===== src/rtl/fir23_pkg.sv =====
package fir23_pkg;

  // Number of distinct coefficients in the half table (last one is the center tap)
  localparam int HALF_N = 12;
  localparam int HIDX_W = 4;

  localparam logic signed [15:0] HALF_COEF [HALF_N] = '{
    -16'sd114,  -16'sd814,  -16'sd1532, -16'sd1255, 16'sd336,   16'sd1591,
    16'sd498,   -16'sd2137, -16'sd2366, 16'sd2580,  16'sd10030, 16'sd13636
  };

  typedef enum logic [2:0] {
    ST_IDLE,
    ST_RUN,
    ST_WR,
    ST_WAIT,
    ST_OUT
  } fir23_state_e;

  // Per-tap control beat from the sequencer to the multiply-accumulate unit
  typedef struct packed {
    logic               vld;
    logic               first;
    logic               last;
    logic signed [15:0] coef;
  } fir23_mac_ctl_t;

  // Symmetric coefficient of tap i: mirror around the center, cap at the center value
  function automatic logic signed [15:0] coef_at(input int i, input int taps);
    int k;
    int m;
    k = i;
    m = taps - 1 - i;
    if (m < k) k = m;
    if (k < 0) k = 0;
    if (k > HALF_N - 1) k = HALF_N - 1;
    return HALF_COEF[k[HIDX_W-1:0]];
  endfunction

endpackage


===== src/rtl/fir_filter_23_tap.sv =====
// Symmetric direct-form FIR filter on signed 16-bit samples. One sample is
// taken per beat and gives one filtered sample: the new sample and the TAPS-1
// previous ones are weighted by fixed symmetric coefficients, summed exactly,
// shifted right arithmetically by OUT_SHIFT and wrapped to 16 bits. The delay
// line sits in a circular buffer memory with one read port; one tap is read
// and multiplied per cycle, a rate set by that single read port and the one
// multiplier. The next sample is accepted as soon as the sequencer is idle,
// even while the previous result still waits in the output register. The
// delay line reads as zero after reset through per-entry valid bits, so no
// clearing pass is needed.
module fir_filter_23_tap
  import fir23_pkg::*;
#(
  parameter int TAPS      = 23,
  parameter int OUT_SHIFT = 15
) (
  input  logic               clk_i,
  input  logic               rst_ni,
  input  logic               in_valid_i,
  output logic               in_ready_o,
  input  logic signed [15:0] sample_in_i,
  output logic               out_valid_o,
  input  logic               out_ready_i,
  output logic signed [15:0] sample_out_o
);

  localparam int DEPTH = TAPS - 1;
  localparam int AW    = (DEPTH > 1) ? $clog2(DEPTH) : 1;
  localparam int TW    = $clog2(TAPS);
  localparam int ACC_W = 32 + $clog2(TAPS) + 1;

  fir23_state_e            state_q, state_d;
  logic [TW-1:0]           tap_q, tap_d;
  logic [AW-1:0]           rp_q, rp_d;
  logic [AW-1:0]           wp_q, wp_d;
  logic signed [15:0]      x_q;
  fir23_mac_ctl_t          ctl_d, ctl_q;
  logic                    rd_en;
  logic                    wr_en;
  logic signed [15:0]      rd_data;
  logic                    rd_vld;
  logic signed [ACC_W-1:0] acc;
  logic                    mac_done;
  logic                    out_load;
  logic                    out_valid_q;
  logic signed [15:0]      out_q;
  logic signed [ACC_W-1:0] acc_sh;
  logic                    in_fire;
  logic                    last_tap;

  assign in_fire  = in_valid_i && in_ready_o;
  assign last_tap = (tap_q == TW'(TAPS - 1));
  assign out_load = (state_q == ST_OUT) && (!out_valid_q || out_ready_i);

  // Next state
  always_comb begin
    state_d = state_q;
    unique case (state_q)
      ST_IDLE: if (in_valid_i) state_d = ST_RUN;
      ST_RUN:  if (last_tap) state_d = ST_WR;
      ST_WR:   state_d = ST_WAIT;
      ST_WAIT: if (mac_done) state_d = ST_OUT;
      ST_OUT:  if (out_load) state_d = ST_IDLE;
      default: state_d = ST_IDLE;
    endcase
  end

  // Sequencer outputs: tap issue, memory access, pointers
  always_comb begin
    in_ready_o = 1'b0;
    rd_en      = 1'b0;
    wr_en      = 1'b0;
    tap_d      = tap_q;
    rp_d       = rp_q;
    wp_d       = wp_q;
    ctl_d      = '0;
    unique case (state_q)
      ST_IDLE: begin
        in_ready_o = 1'b1;
        tap_d      = '0;
        rp_d       = (wp_q == '0) ? AW'(DEPTH - 1) : wp_q - 1'b1;
      end
      ST_RUN: begin
        ctl_d.vld   = 1'b1;
        ctl_d.first = (tap_q == '0);
        ctl_d.last  = last_tap;
        ctl_d.coef  = coef_at(int'(tap_q), TAPS);
        if (tap_q != '0) begin
          rd_en = 1'b1;
          rp_d  = (rp_q == '0) ? AW'(DEPTH - 1) : rp_q - 1'b1;
        end
        if (!last_tap) begin
          tap_d = tap_q + 1'b1;
        end
      end
      ST_WR: begin
        // Overwrite the oldest entry with the new sample
        wr_en = 1'b1;
        wp_d  = (wp_q == AW'(DEPTH - 1)) ? '0 : wp_q + 1'b1;
      end
      ST_WAIT, ST_OUT: begin
      end
      default: begin
      end
    endcase
  end

  always_ff @(posedge clk_i or negedge rst_ni) begin
    if (!rst_ni) begin
      state_q <= ST_IDLE;
      tap_q   <= '0;
      rp_q    <= '0;
      wp_q    <= '0;
      ctl_q   <= '0;
    end else begin
      state_q <= state_d;
      tap_q   <= tap_d;
      rp_q    <= rp_d;
      wp_q    <= wp_d;
      ctl_q   <= ctl_d;
    end
  end

  // Hold the accepted sample for the whole pass
  always_ff @(posedge clk_i) begin
    if (in_fire) begin
      x_q <= sample_in_i;
    end
  end

  fir23_dly_mem #(
    .DEPTH (DEPTH),
    .AW    (AW)
  ) u_mem (
    .clk_i     (clk_i),
    .rst_ni    (rst_ni),
    .rd_en_i   (rd_en),
    .rd_addr_i (rp_q),
    .rd_data_o (rd_data),
    .rd_vld_o  (rd_vld),
    .wr_en_i   (wr_en),
    .wr_addr_i (wp_q),
    .wr_data_i (x_q)
  );

  fir23_mac #(
    .ACC_W (ACC_W)
  ) u_mac (
    .clk_i     (clk_i),
    .rst_ni    (rst_ni),
    .ctl_i     (ctl_q),
    .x_i       (x_q),
    .rd_data_i (rd_data),
    .rd_vld_i  (rd_vld),
    .acc_o     (acc),
    .done_o    (mac_done)
  );

  // Scale and wrap the sum into the output register
  assign acc_sh = acc >>> OUT_SHIFT;

  always_ff @(posedge clk_i) begin
    if (out_load) begin
      out_q <= acc_sh[15:0];
    end
  end

  always_ff @(posedge clk_i or negedge rst_ni) begin
    if (!rst_ni) begin
      out_valid_q <= 1'b0;
    end else if (out_load) begin
      out_valid_q <= 1'b1;
    end else if (out_ready_i) begin
      out_valid_q <= 1'b0;
    end
  end

  assign out_valid_o  = out_valid_q;
  assign sample_out_o = out_q;

`ifndef SYNTHESIS
  a_no_rd_wr_overlap : assert property (@(posedge clk_i) disable iff (!rst_ni)
    !(rd_en && wr_en))
    else $error("delay line read and write in the same cycle");

  a_done_in_wait : assert property (@(posedge clk_i) disable iff (!rst_ni)
    mac_done |-> (state_q == ST_WAIT))
    else $error("accumulator finished outside the wait state");

  a_accept_starts_run : assert property (@(posedge clk_i) disable iff (!rst_ni)
    in_fire |=> (state_q == ST_RUN) && (tap_q == '0))
    else $error("accepted sample did not start a pass at the first tap");
`endif

endmodule


===== src/rtl/fir23_dly_mem.sv =====
module fir23_dly_mem
  import fir23_pkg::*;
#(
  parameter int DEPTH = 22,
  parameter int AW    = 5
) (
  input  logic                 clk_i,
  input  logic                 rst_ni,
  input  logic                 rd_en_i,
  input  logic [AW-1:0]        rd_addr_i,
  output logic signed [15:0]   rd_data_o,
  output logic                 rd_vld_o,
  input  logic                 wr_en_i,
  input  logic [AW-1:0]        wr_addr_i,
  input  logic signed [15:0]   wr_data_i
);

  logic signed [15:0] mem [DEPTH];
  logic [DEPTH-1:0]   vld_q;
  logic signed [15:0] rd_data_q;
  logic               rd_vld_q;

  // Write port and registered read port
  always_ff @(posedge clk_i) begin
    if (wr_en_i) begin
      mem[wr_addr_i] <= wr_data_i;
    end
    if (rd_en_i) begin
      rd_data_q <= mem[rd_addr_i];
    end
  end

  // Track written entries; a read of an unwritten entry returns with the valid flag low
  always_ff @(posedge clk_i or negedge rst_ni) begin
    if (!rst_ni) begin
      vld_q    <= '0;
      rd_vld_q <= 1'b0;
    end else begin
      if (wr_en_i) begin
        vld_q[wr_addr_i] <= 1'b1;
      end
      if (rd_en_i) begin
        rd_vld_q <= vld_q[rd_addr_i];
      end
    end
  end

  assign rd_data_o = rd_data_q;
  assign rd_vld_o  = rd_vld_q;

endmodule


===== src/rtl/fir23_mac.sv =====
module fir23_mac
  import fir23_pkg::*;
#(
  parameter int ACC_W = 38
) (
  input  logic                    clk_i,
  input  logic                    rst_ni,
  input  fir23_mac_ctl_t          ctl_i,
  input  logic signed [15:0]      x_i,
  input  logic signed [15:0]      rd_data_i,
  input  logic                    rd_vld_i,
  output logic signed [ACC_W-1:0] acc_o,
  output logic                    done_o
);

  logic signed [15:0]      op;
  logic signed [31:0]      prod_d, prod_q;
  logic                    pvld_q, pfirst_q, plast_q;
  logic signed [ACC_W-1:0] acc_d, acc_q;
  logic                    done_q;

  // Pick the tap operand: new sample for the first tap, else the delay line word
  always_comb begin
    if (ctl_i.first) begin
      op = x_i;
    end else if (rd_vld_i) begin
      op = rd_data_i;
    end else begin
      op = '0;
    end
    prod_d = op * ctl_i.coef;
  end

  // Product stage
  always_ff @(posedge clk_i) begin
    prod_q <= prod_d;
  end

  always_ff @(posedge clk_i or negedge rst_ni) begin
    if (!rst_ni) begin
      pvld_q   <= 1'b0;
      pfirst_q <= 1'b0;
      plast_q  <= 1'b0;
      done_q   <= 1'b0;
    end else begin
      pvld_q   <= ctl_i.vld;
      pfirst_q <= ctl_i.first;
      plast_q  <= ctl_i.last;
      done_q   <= pvld_q & plast_q;
    end
  end

  // Accumulate; restart on the first tap
  always_comb begin
    acc_d = acc_q;
    if (pvld_q) begin
      if (pfirst_q) begin
        acc_d = ACC_W'(prod_q);
      end else begin
        acc_d = acc_q + ACC_W'(prod_q);
      end
    end
  end

  always_ff @(posedge clk_i) begin
    acc_q <= acc_d;
  end

  assign acc_o  = acc_q;
  assign done_o = done_q;

endmodule

===== config.mk =====
export PLATFORM = sky130hd
export DESIGN_NAME = fir_filter_23_tap
export DESIGN_NICKNAME = d
export VERILOG_FILES = /design/src/rtl/fir23_pkg.sv /design/src/rtl/fir_filter_23_tap.sv /design/src/rtl/fir23_dly_mem.sv /design/src/rtl/fir23_mac.sv
export SDC_FILE = /design/constraint.sdc
export NUM_CORES = 1
export LEC_CHECK = 0
export BUFFER_PORTS_ARGS = -buffer_cell sky130_fd_sc_hd__buf_2
export CAP_MARGIN = 20
export CORE_MARGIN = 2
export CORE_UTILIZATION = 33
export CTS_BUF_LIST = sky130_fd_sc_hd__clkbuf_8
export DETAILED_ROUTE_END_ITERATION = 8
export PLACE_DENSITY = 0.47
export SETUP_SLACK_MARGIN = 0.2
export SYNTH_ARGS = -nofsm -noshare
export SYNTH_HDL_FRONTEND = slang
export SYNTH_SLANG_ARGS = --single-unit

===== constraint.sdc =====
create_clock -name clk_i -period 9.8 [get_ports clk_i]
set_input_delay 0.98 -clock clk_i [delete_from_list [all_inputs] [get_ports clk_i]]
set_output_delay 0.98 -clock clk_i [all_outputs]
set_load 0.01 [all_outputs]

==> summary.txt, run 1 <==
Status
  • Status: finished clean

Place
  • Post-DP HPWL: 47800 um
  • I/O Buffers: 37
  • # placed instances: 3589
  • Final Wtd Congestion: 0.855

Synthesis
  • Sequential share of the synthesized area: 48.7%
  • Synthesis-stage register bit count: 526
  • Post-Syn Instances: 2360
  • Synth warn: 0
  • Post-Syn Area: 0.0312 sq mm
  • Count leader, synth: edfxtp_1
  • Synthesized area per cell: 13.2 sq um
  • Netlist cell types: 67
  • Main flop type after synthesis: edfxtp_1
  • Post-synth EDFFs: 431
  • Async SR Flop Fraction: 12.2%
  • Area leader, netlist: edfxtp_1
  • Commonest cells post-synth: edfxtp_1, inv_1, fa_1, nand2_1, ha_1
  • Area fraction of the dominant cell type after synthesis: 41.5%
  • Synth top area cells: edfxtp_1, fa_1, mux4_2, dfrtp_1, ha_1
  • Mapped Nets: 2765

Routing
  • Wire length per cell: 18.5 um
  • WL final: 69600 um
  • Final ANT Viol Nets: 0
  • Drc violations: 0
  • DRT iter0 DRCs: 875
  • Vias: 17667
  • Iteration count of the initial detailed-routing pass: 4
  • Vias/cell: 4.71

STA
  • F_max: 133 MHz
  • RSZ-0062 raised after global routing: no
  • Slew @ Worst Pin: 1.11 ns
  • Worst Skew: 0.0609 ns
  • Final min period: 7.52 ns
  • Relative slew slack: 25.9%
  • Setup-failing EPs final: 0
  • Fin crit share: 76.7%
  • Hold Fails Final Rpt: 0
  • Max Slew Vio Count: 0
  • Setup TNS: 0 ns

Global route
  • Met3 Usage GRT: 2.66%
  • First-pass GRT wire length: 111000 um
  • GRT Util Overall: 14.7%
  • Initial antenna violation count: 1
  • Pin count of the biggest net entering global routing: 65
  • Grt ovf: 0
  • Met2 GRT Util: 25.3%
  • Vias in the first global route: 19189
  • Grt peak-use layer: met2
  • Met1 Resource Use GR: 18.5%

Floorplan
  • Die height: 311 um
  • Core Box Area: 0.0935 sq mm
  • Starting Density: 33.3%
  • Die area: 0.0969 sq mm
  • DIE WIDTH: 311 um
  • Num rows: 112
  • I/O Pins: 38

Layout
  • FILL cells: 9032
  • Final cell count without fillers: 3754
  • FF+latch area: 0.0152 sq mm
  • Net count reported at finish: 2831
  • Final Util: 36.9%
  • Area Growth Syn to Fin: 10.8%
  • Layout cells sized above 1: 13.9%
  • Footprint of the multi-input gates: 0.0144 sq mm

Critical path
  • Worst reg2reg path endpoint: u_mac.prod_q[28]
  • Top Family by Delay on Critical Path: adder cells
  • Critical Path Start Type: flop
  • Cell repeated most along the worst path: fa_1
  • Critical Path AT: 8.12 ns
  • Crit Path Category: reg -> reg
  • Worst path slowest cell: dfrtp_1
  • CP Buf/Inv Count: 4
  • Cells along the critical path: nor2b_1, buf_4, a22o_1, nand2_1, fa_1, inv_1, fa_1, fa_1, fa_1, fa_1, inv_1, fa_1, inv_1, ha_1, a41oi_1, o21ai_0, or3_1, a31oi_1, o21ai_1, a31o_1, a21oi_1, xnor2_1
  • Critical path fanouts, max: 22
  • Max stage delay on crit path: 0.61 ns
  • RR Startpoint: ctl_q[17]
  • Worst path required time: 10.40 ns
  • R2R setup slack: 2.28 ns
  • Setup crit end kind: flop
  • R2R depth: 22

Min path
  • Hold Path Class: reg -> reg
  • Worst Hold End: u_mac.pvld_q
  • Hold Crit Start: ctl_q[18]
  • Hold depth: 0

Run
  • MaxCap Viol Count: 0

Clock network
  • Latest clock arrival within the worst-skew pair: 0.72 ns
  • CTS H-tree lvls: 3
  • Cell at the root of the clock tree: clkbuf_8
  • # hold bufs at CTS: 0
  • Total setup buffers inserted after CTS: 0
  • Num CTS Buffers: 88
  • Clock Tree Buf Depth: 3
  • CTS tree: built
  • CTS sink cnt: 526
  • Clock slew at reported path FFs: 0.06 ns
  • Post-CTS Resized: 0
==> through the flow <==
step	area, sq um	worst slack [ns]	hold slack [ns]
2_1_floorplan	31200	2.97	0.331
3_3_place_gp	32900	1.97	0.333
3_5_place_dp	32900	1.82	0.336
4_1_cts	34500	1.74	0.350
5_1_grt	34500	1.85	0.354
6_report	34500	2.28	0.350
==> layer usage <==
layer  vias to the layer above  wire length, um
li1                       8223                -
met1                      9022            30700
met2                       287            34400
met3                       135             2530
met4                         0             1970
met5                         -                0
==> worst register-to-register path: cells and delay by family, from the launching register on <==
kind	cells	cell delay (ns)
adder cells (fa/ha/maj)	7	3.43
AO/OA/AOI/OAI	7	1.90
flip-flops	1	0.61
XOR/XNOR	1	0.14
buffers and inverters	4	0.41
AND/OR/NAND/NOR	3	0.90
==> layout by cell type, fill, tap and decap left out, drive strengths merged, types with 66 or more instances in the layout <==
cell type,n
mux4,102
a21oi,66
fa,257
ha,128
nand2,212
clkbuf,93
inv,370
o21ai,76
buf,67
nor2,99
edfxtp,431
and2,121
==> sequential cells by signal, summed over array words and instances, names as in the netlist, 16 cells and up <==
signal           flops
ctl_q               18
sample_out_o        16
u_mac.acc_o         31
u_mac.prod_q        31
u_mem.mem          352
u_mem.rd_data_o     16
u_mem.vld_q         22
x_q                 16
==> worst max path at each step <==
stage | start | to | slack, ns | cells after the start
global placement | ctl_q[17] | u_mac.prod_q[28] | 1.97 | 21
global route | ctl_q[17] | u_mac.prod_q[28] | 1.85 | 22
detailed placement | ctl_q[17] | u_mac.prod_q[28] | 1.82 | 21
finish | ctl_q[17] | u_mac.prod_q[28] | 2.28 | 22
CTS | ctl_q[17] | u_mac.prod_q[28] | 1.74 | 21
floorplan | ctl_q[17] | u_mac.prod_q[22] | 2.97 | 24
==> final cells by class <==
| class | count | area share, % |
|---|---|---|
| Clock buffer | 93 | 3.71 |
| Clock inverter | 70 | 1.06 |
| Timing Repair Buffer | 67 | 1.19 |
| Inverter | 341 | 3.71 |
| Tap cell | 1254 | 4.54 |
| Antenna cell | 1 | 0.00725 |
| Sequential cell | 526 | 44.0 |
| Multi-Input combinational cell | 1402 | 41.8 |
==> kinds of logic after synthesis <==
logic type	after synthesis	synth area share, %
compound gates	280	5.95
xor+xnor	73	2.05
fa+ha+maj	385	21.6
buf+inv	432	5.27
flops	526	48.7
mux	126	8.17
simple gates	538	8.25
Power of run 1 is not shown: default switching activity piles up to over one toggle a cycle in this logic, so the estimate is an artifact.
==> run 2, diff against run 1 <==
--- a/config.mk
+++ b/config.mk
@@ -5,13 +5,14 @@
 export SDC_FILE = /design/constraint.sdc
 export NUM_CORES = 1
 export LEC_CHECK = 0
+export ABC_AREA = 1
 export BUFFER_PORTS_ARGS = -buffer_cell sky130_fd_sc_hd__buf_2
 export CAP_MARGIN = 20
 export CORE_MARGIN = 2
 export CORE_UTILIZATION = 33
 export CTS_BUF_LIST = sky130_fd_sc_hd__clkbuf_8
 export DETAILED_ROUTE_END_ITERATION = 8
-export PLACE_DENSITY = 0.47
+export PLACE_DENSITY = 0.49
 export SETUP_SLACK_MARGIN = 0.2
 export SYNTH_ARGS = -nofsm -noshare
 export SYNTH_HDL_FRONTEND = slang
==> constraint.sdc (replaced) <==
create_clock -name clk_i -period 6.75 [get_ports clk_i]
set_input_delay 0.675 -clock clk_i [delete_from_list [all_inputs] [get_ports clk_i]]
set_output_delay 0.675 -clock clk_i [all_outputs]
set_load 0.01 [all_outputs]
==> run 2 against run 1 <==
Effect of this change:
- register-to-register slack got worse by 1.7 ns
- maximum frequency rose by 21%
- critical path depth fell by 2
- critical path type unchanged
- largest cell class unchanged
==> summary.txt, run 2 <==
Clock network
  • CTS sink cnt: 526
  • Clock slew at reported path FFs: 0.06 ns
  • Cell at the root of the clock tree: clkbuf_8
  • Latest clock arrival within the worst-skew pair: 0.74 ns
  • CTS H-tree lvls: 3
  • Clock Tree Buf Depth: 3
  • Num CTS Buffers: 90
  • # hold bufs at CTS: 0
  • CTS tree: built

Critical path
  • R2R setup slack: 0.54 ns
  • Worst path slowest cell: fa_2
  • Cells along the critical path: inv_4, nand2_2, inv_2, a21boi_4, buf_4, nor2_1, fa_2, inv_1, fa_1, inv_1, fa_1, fa_1, fa_1, fa_1, ha_1, nand2_1, nor4_1, nand3_1, nand4_1, nand2_1
  • Crit path from: ctl_q[17]
  • RR Startpoint: ctl_q[17]
  • R2R depth: 20
  • Critical Path AT: 6.85 ns
  • Top Family by Delay on Critical Path: adder cells
  • Critical Path Start Type: flop
  • Setup crit end: u_mac.prod_q[26]
  • Critical path fanouts, max: 9
  • Crit Path Category: reg -> reg
  • Cell repeated most along the worst path: fa_1
  • Worst reg2reg path endpoint: u_mac.prod_q[26]
  • Max stage delay on crit path: 0.62 ns
  • CP Buf/Inv Count: 5
  • Setup crit end kind: flop
  • Worst path required time: 7.38 ns
  • WP depth: 20

Synthesis
  • Netlist cell types: 50
  • Count leader, synth: nand2_1
  • Post-Syn Area: 0.0327 sq mm
  • Main flop type after synthesis: edfxtp_1
  • Mapped Nets: 3743
  • Commonest cells post-synth: nand2_1, inv_1, nor2_1, edfxtp_1, fa_1
  • Synthesis-stage register bit count: 526
  • Area leader, netlist: edfxtp_1
  • Post-synth EDFFs: 431
  • Synthesized area per cell: 9.79 sq um
  • Area fraction of the dominant cell type after synthesis: 39.6%
  • Async SR Flop Fraction: 12.2%
  • Synth warn: 0
  • Synth top area cells: edfxtp_1, fa_1, nand2_1, inv_1, nor2_1
  • Post-Syn Instances: 3338
  • Sequential share of the synthesized area: 46.4%

Place
  • I/O Buffers: 37
  • Post-DP HPWL: 65200 um
  • Final Wtd Congestion: 0.943

Floorplan
  • Die area: 0.102 sq mm
  • Starting Density: 33.2%
  • Num rows: 115
  • DIE WIDTH: 319 um
  • Core Box Area: 0.0983 sq mm
  • Die height: 319 um
  • I/O Pins: 38

STA
  • RSZ-0062 raised after global routing: yes
  • Slew @ Worst Pin: 0.928 ns
  • Relative slew slack: 38.1%
  • F_max: 161 MHz
  • Hold Fails Final Rpt: 0
  • Worst Skew: 0.0390 ns
  • Final min period: 6.21 ns
  • Max Slew Vio Count: 0
  • Setup-failing EPs final: 0
  • Setup TNS: 0 ns
  • Fin crit share: 92.0%

Layout
  • Area Growth Syn to Fin: 11.3%
  • FILL cells: 9990
  • Layout cells sized above 1: 8.97%
  • Most frequent cells in the layout: nand2_1, inv_1, nor2_1, edfxtp_1, fa_1
  • Max FFs per register: 352
  • Net count reported at finish: 3851
  • Most common cell after layout, fill and taps aside: nand2_1
  • Most flop-heavy register: u_mem.mem
  • Final Util: 37.0%

Global route
  • Pin count of the biggest net entering global routing: 103
  • Vias in the first global route: 23492
  • First-pass GRT wire length: 140000 um
  • GRT Util Overall: 17.9%
  • Grt ovf: 0
  • Initial antenna violation count: 1

Routing
  • Drc violations: 0
  • Final ANT Viol Nets: 0
  • Vias/cell: 4.79
  • Iteration count of the initial detailed-routing pass: 7
  • Wire length per cell: 18.8 um
  • WL final: 90400 um
  • Vias: 23020
  • DRT iter0 DRCs: 1533

Run
  • MaxCap Viol Count: 0

Min path
  • Hold Path Class: in -> async

Status
  • Status: finished clean
run 2: cell types whose count changed in the layout (fill, tap and decap cells not counted), moves of 40 or more:
cell     change
nor2_1     +357
and2_1     -118
o21ai_0    +164
a21oi_1     +45
xnor2_1     -40
buf_4       +59
inv_1      +205
mux4_2     -102
o22ai_1     +57
nand2_1    +365
nand3_1     +92
run 2: timing repair:
action,in CTS,in global routing
hold endpoints to repair,0,0
buffers inserted,0,4
resized for setup,0,18
endpoints found under the setup margin,0,17
run 2: stage by stage:
| stage | hold WS, ns | setup slack, ns | instances | area (sq um) |
|---|---|---|---|---|
| global route | 0.0772 | 0.181 | 4799 | 36400 |
| detailed placement | 0.336 | 0.346 | 4636 | 34700 |
| finish | 0.0691 | 0.538 | 4801 | 36400 |
| CTS | 0.0501 | 0.350 | 4793 | 36300 |
| global placement | 0.333 | 0.390 | 4636 | 34700 |
| floorplan | 0.331 | 0.914 | 3338 | 32700 |
run 2: worst min-delay path by stage:
stage / from / to / depth (start not counted)
finish: rst_ni / ctl_q[16] / 1
global route: sample_in_i[2] / x_q[2] / 1
CTS: rst_ni / ctl_q[17] / 1
detailed placement: ctl_q[18] / u_mac.pvld_q / 0
global placement: ctl_q[16] / u_mac.plast_q / 0
floorplan: ctl_q[16] / u_mac.plast_q / 0
run 2: logic make-up after synthesis:
group	Yosys count	share of synthesized area (%)
buf+inv	662	7.97
compound gates	501	8.84
simple gates	1228	15.2
fa+ha+maj	385	20.7
flops	526	46.4
xor+xnor	36	0.965
run 2: layer usage:
metal  vias up  share of wire (%)  wire (um)  GRT usage, %
met1     11294                 45      40300          23.3
met3       141                4.2       3770          2.70
li1      11100                  -          -             -
met2       485                 49      43900          30.7
met5         -                  0          0             0
met4         0                2.6       2330          5.13
run 2: final cells by class:
type	instances	area, sq um	share of cell area [%]
Multi-Input combinational cell	2150	15000	41.3
Clock inverter	66	347	0.953
Inverter	550	2080	5.71
Tap cell	1287	1610	4.43
Sequential cell	526	15200	41.7
Timing Repair Buffer	128	903	2.48
Antenna cell	3	7.51	0.0206
Clock buffer	91	1250	3.44
Power of run 2 is left out for the same reason.
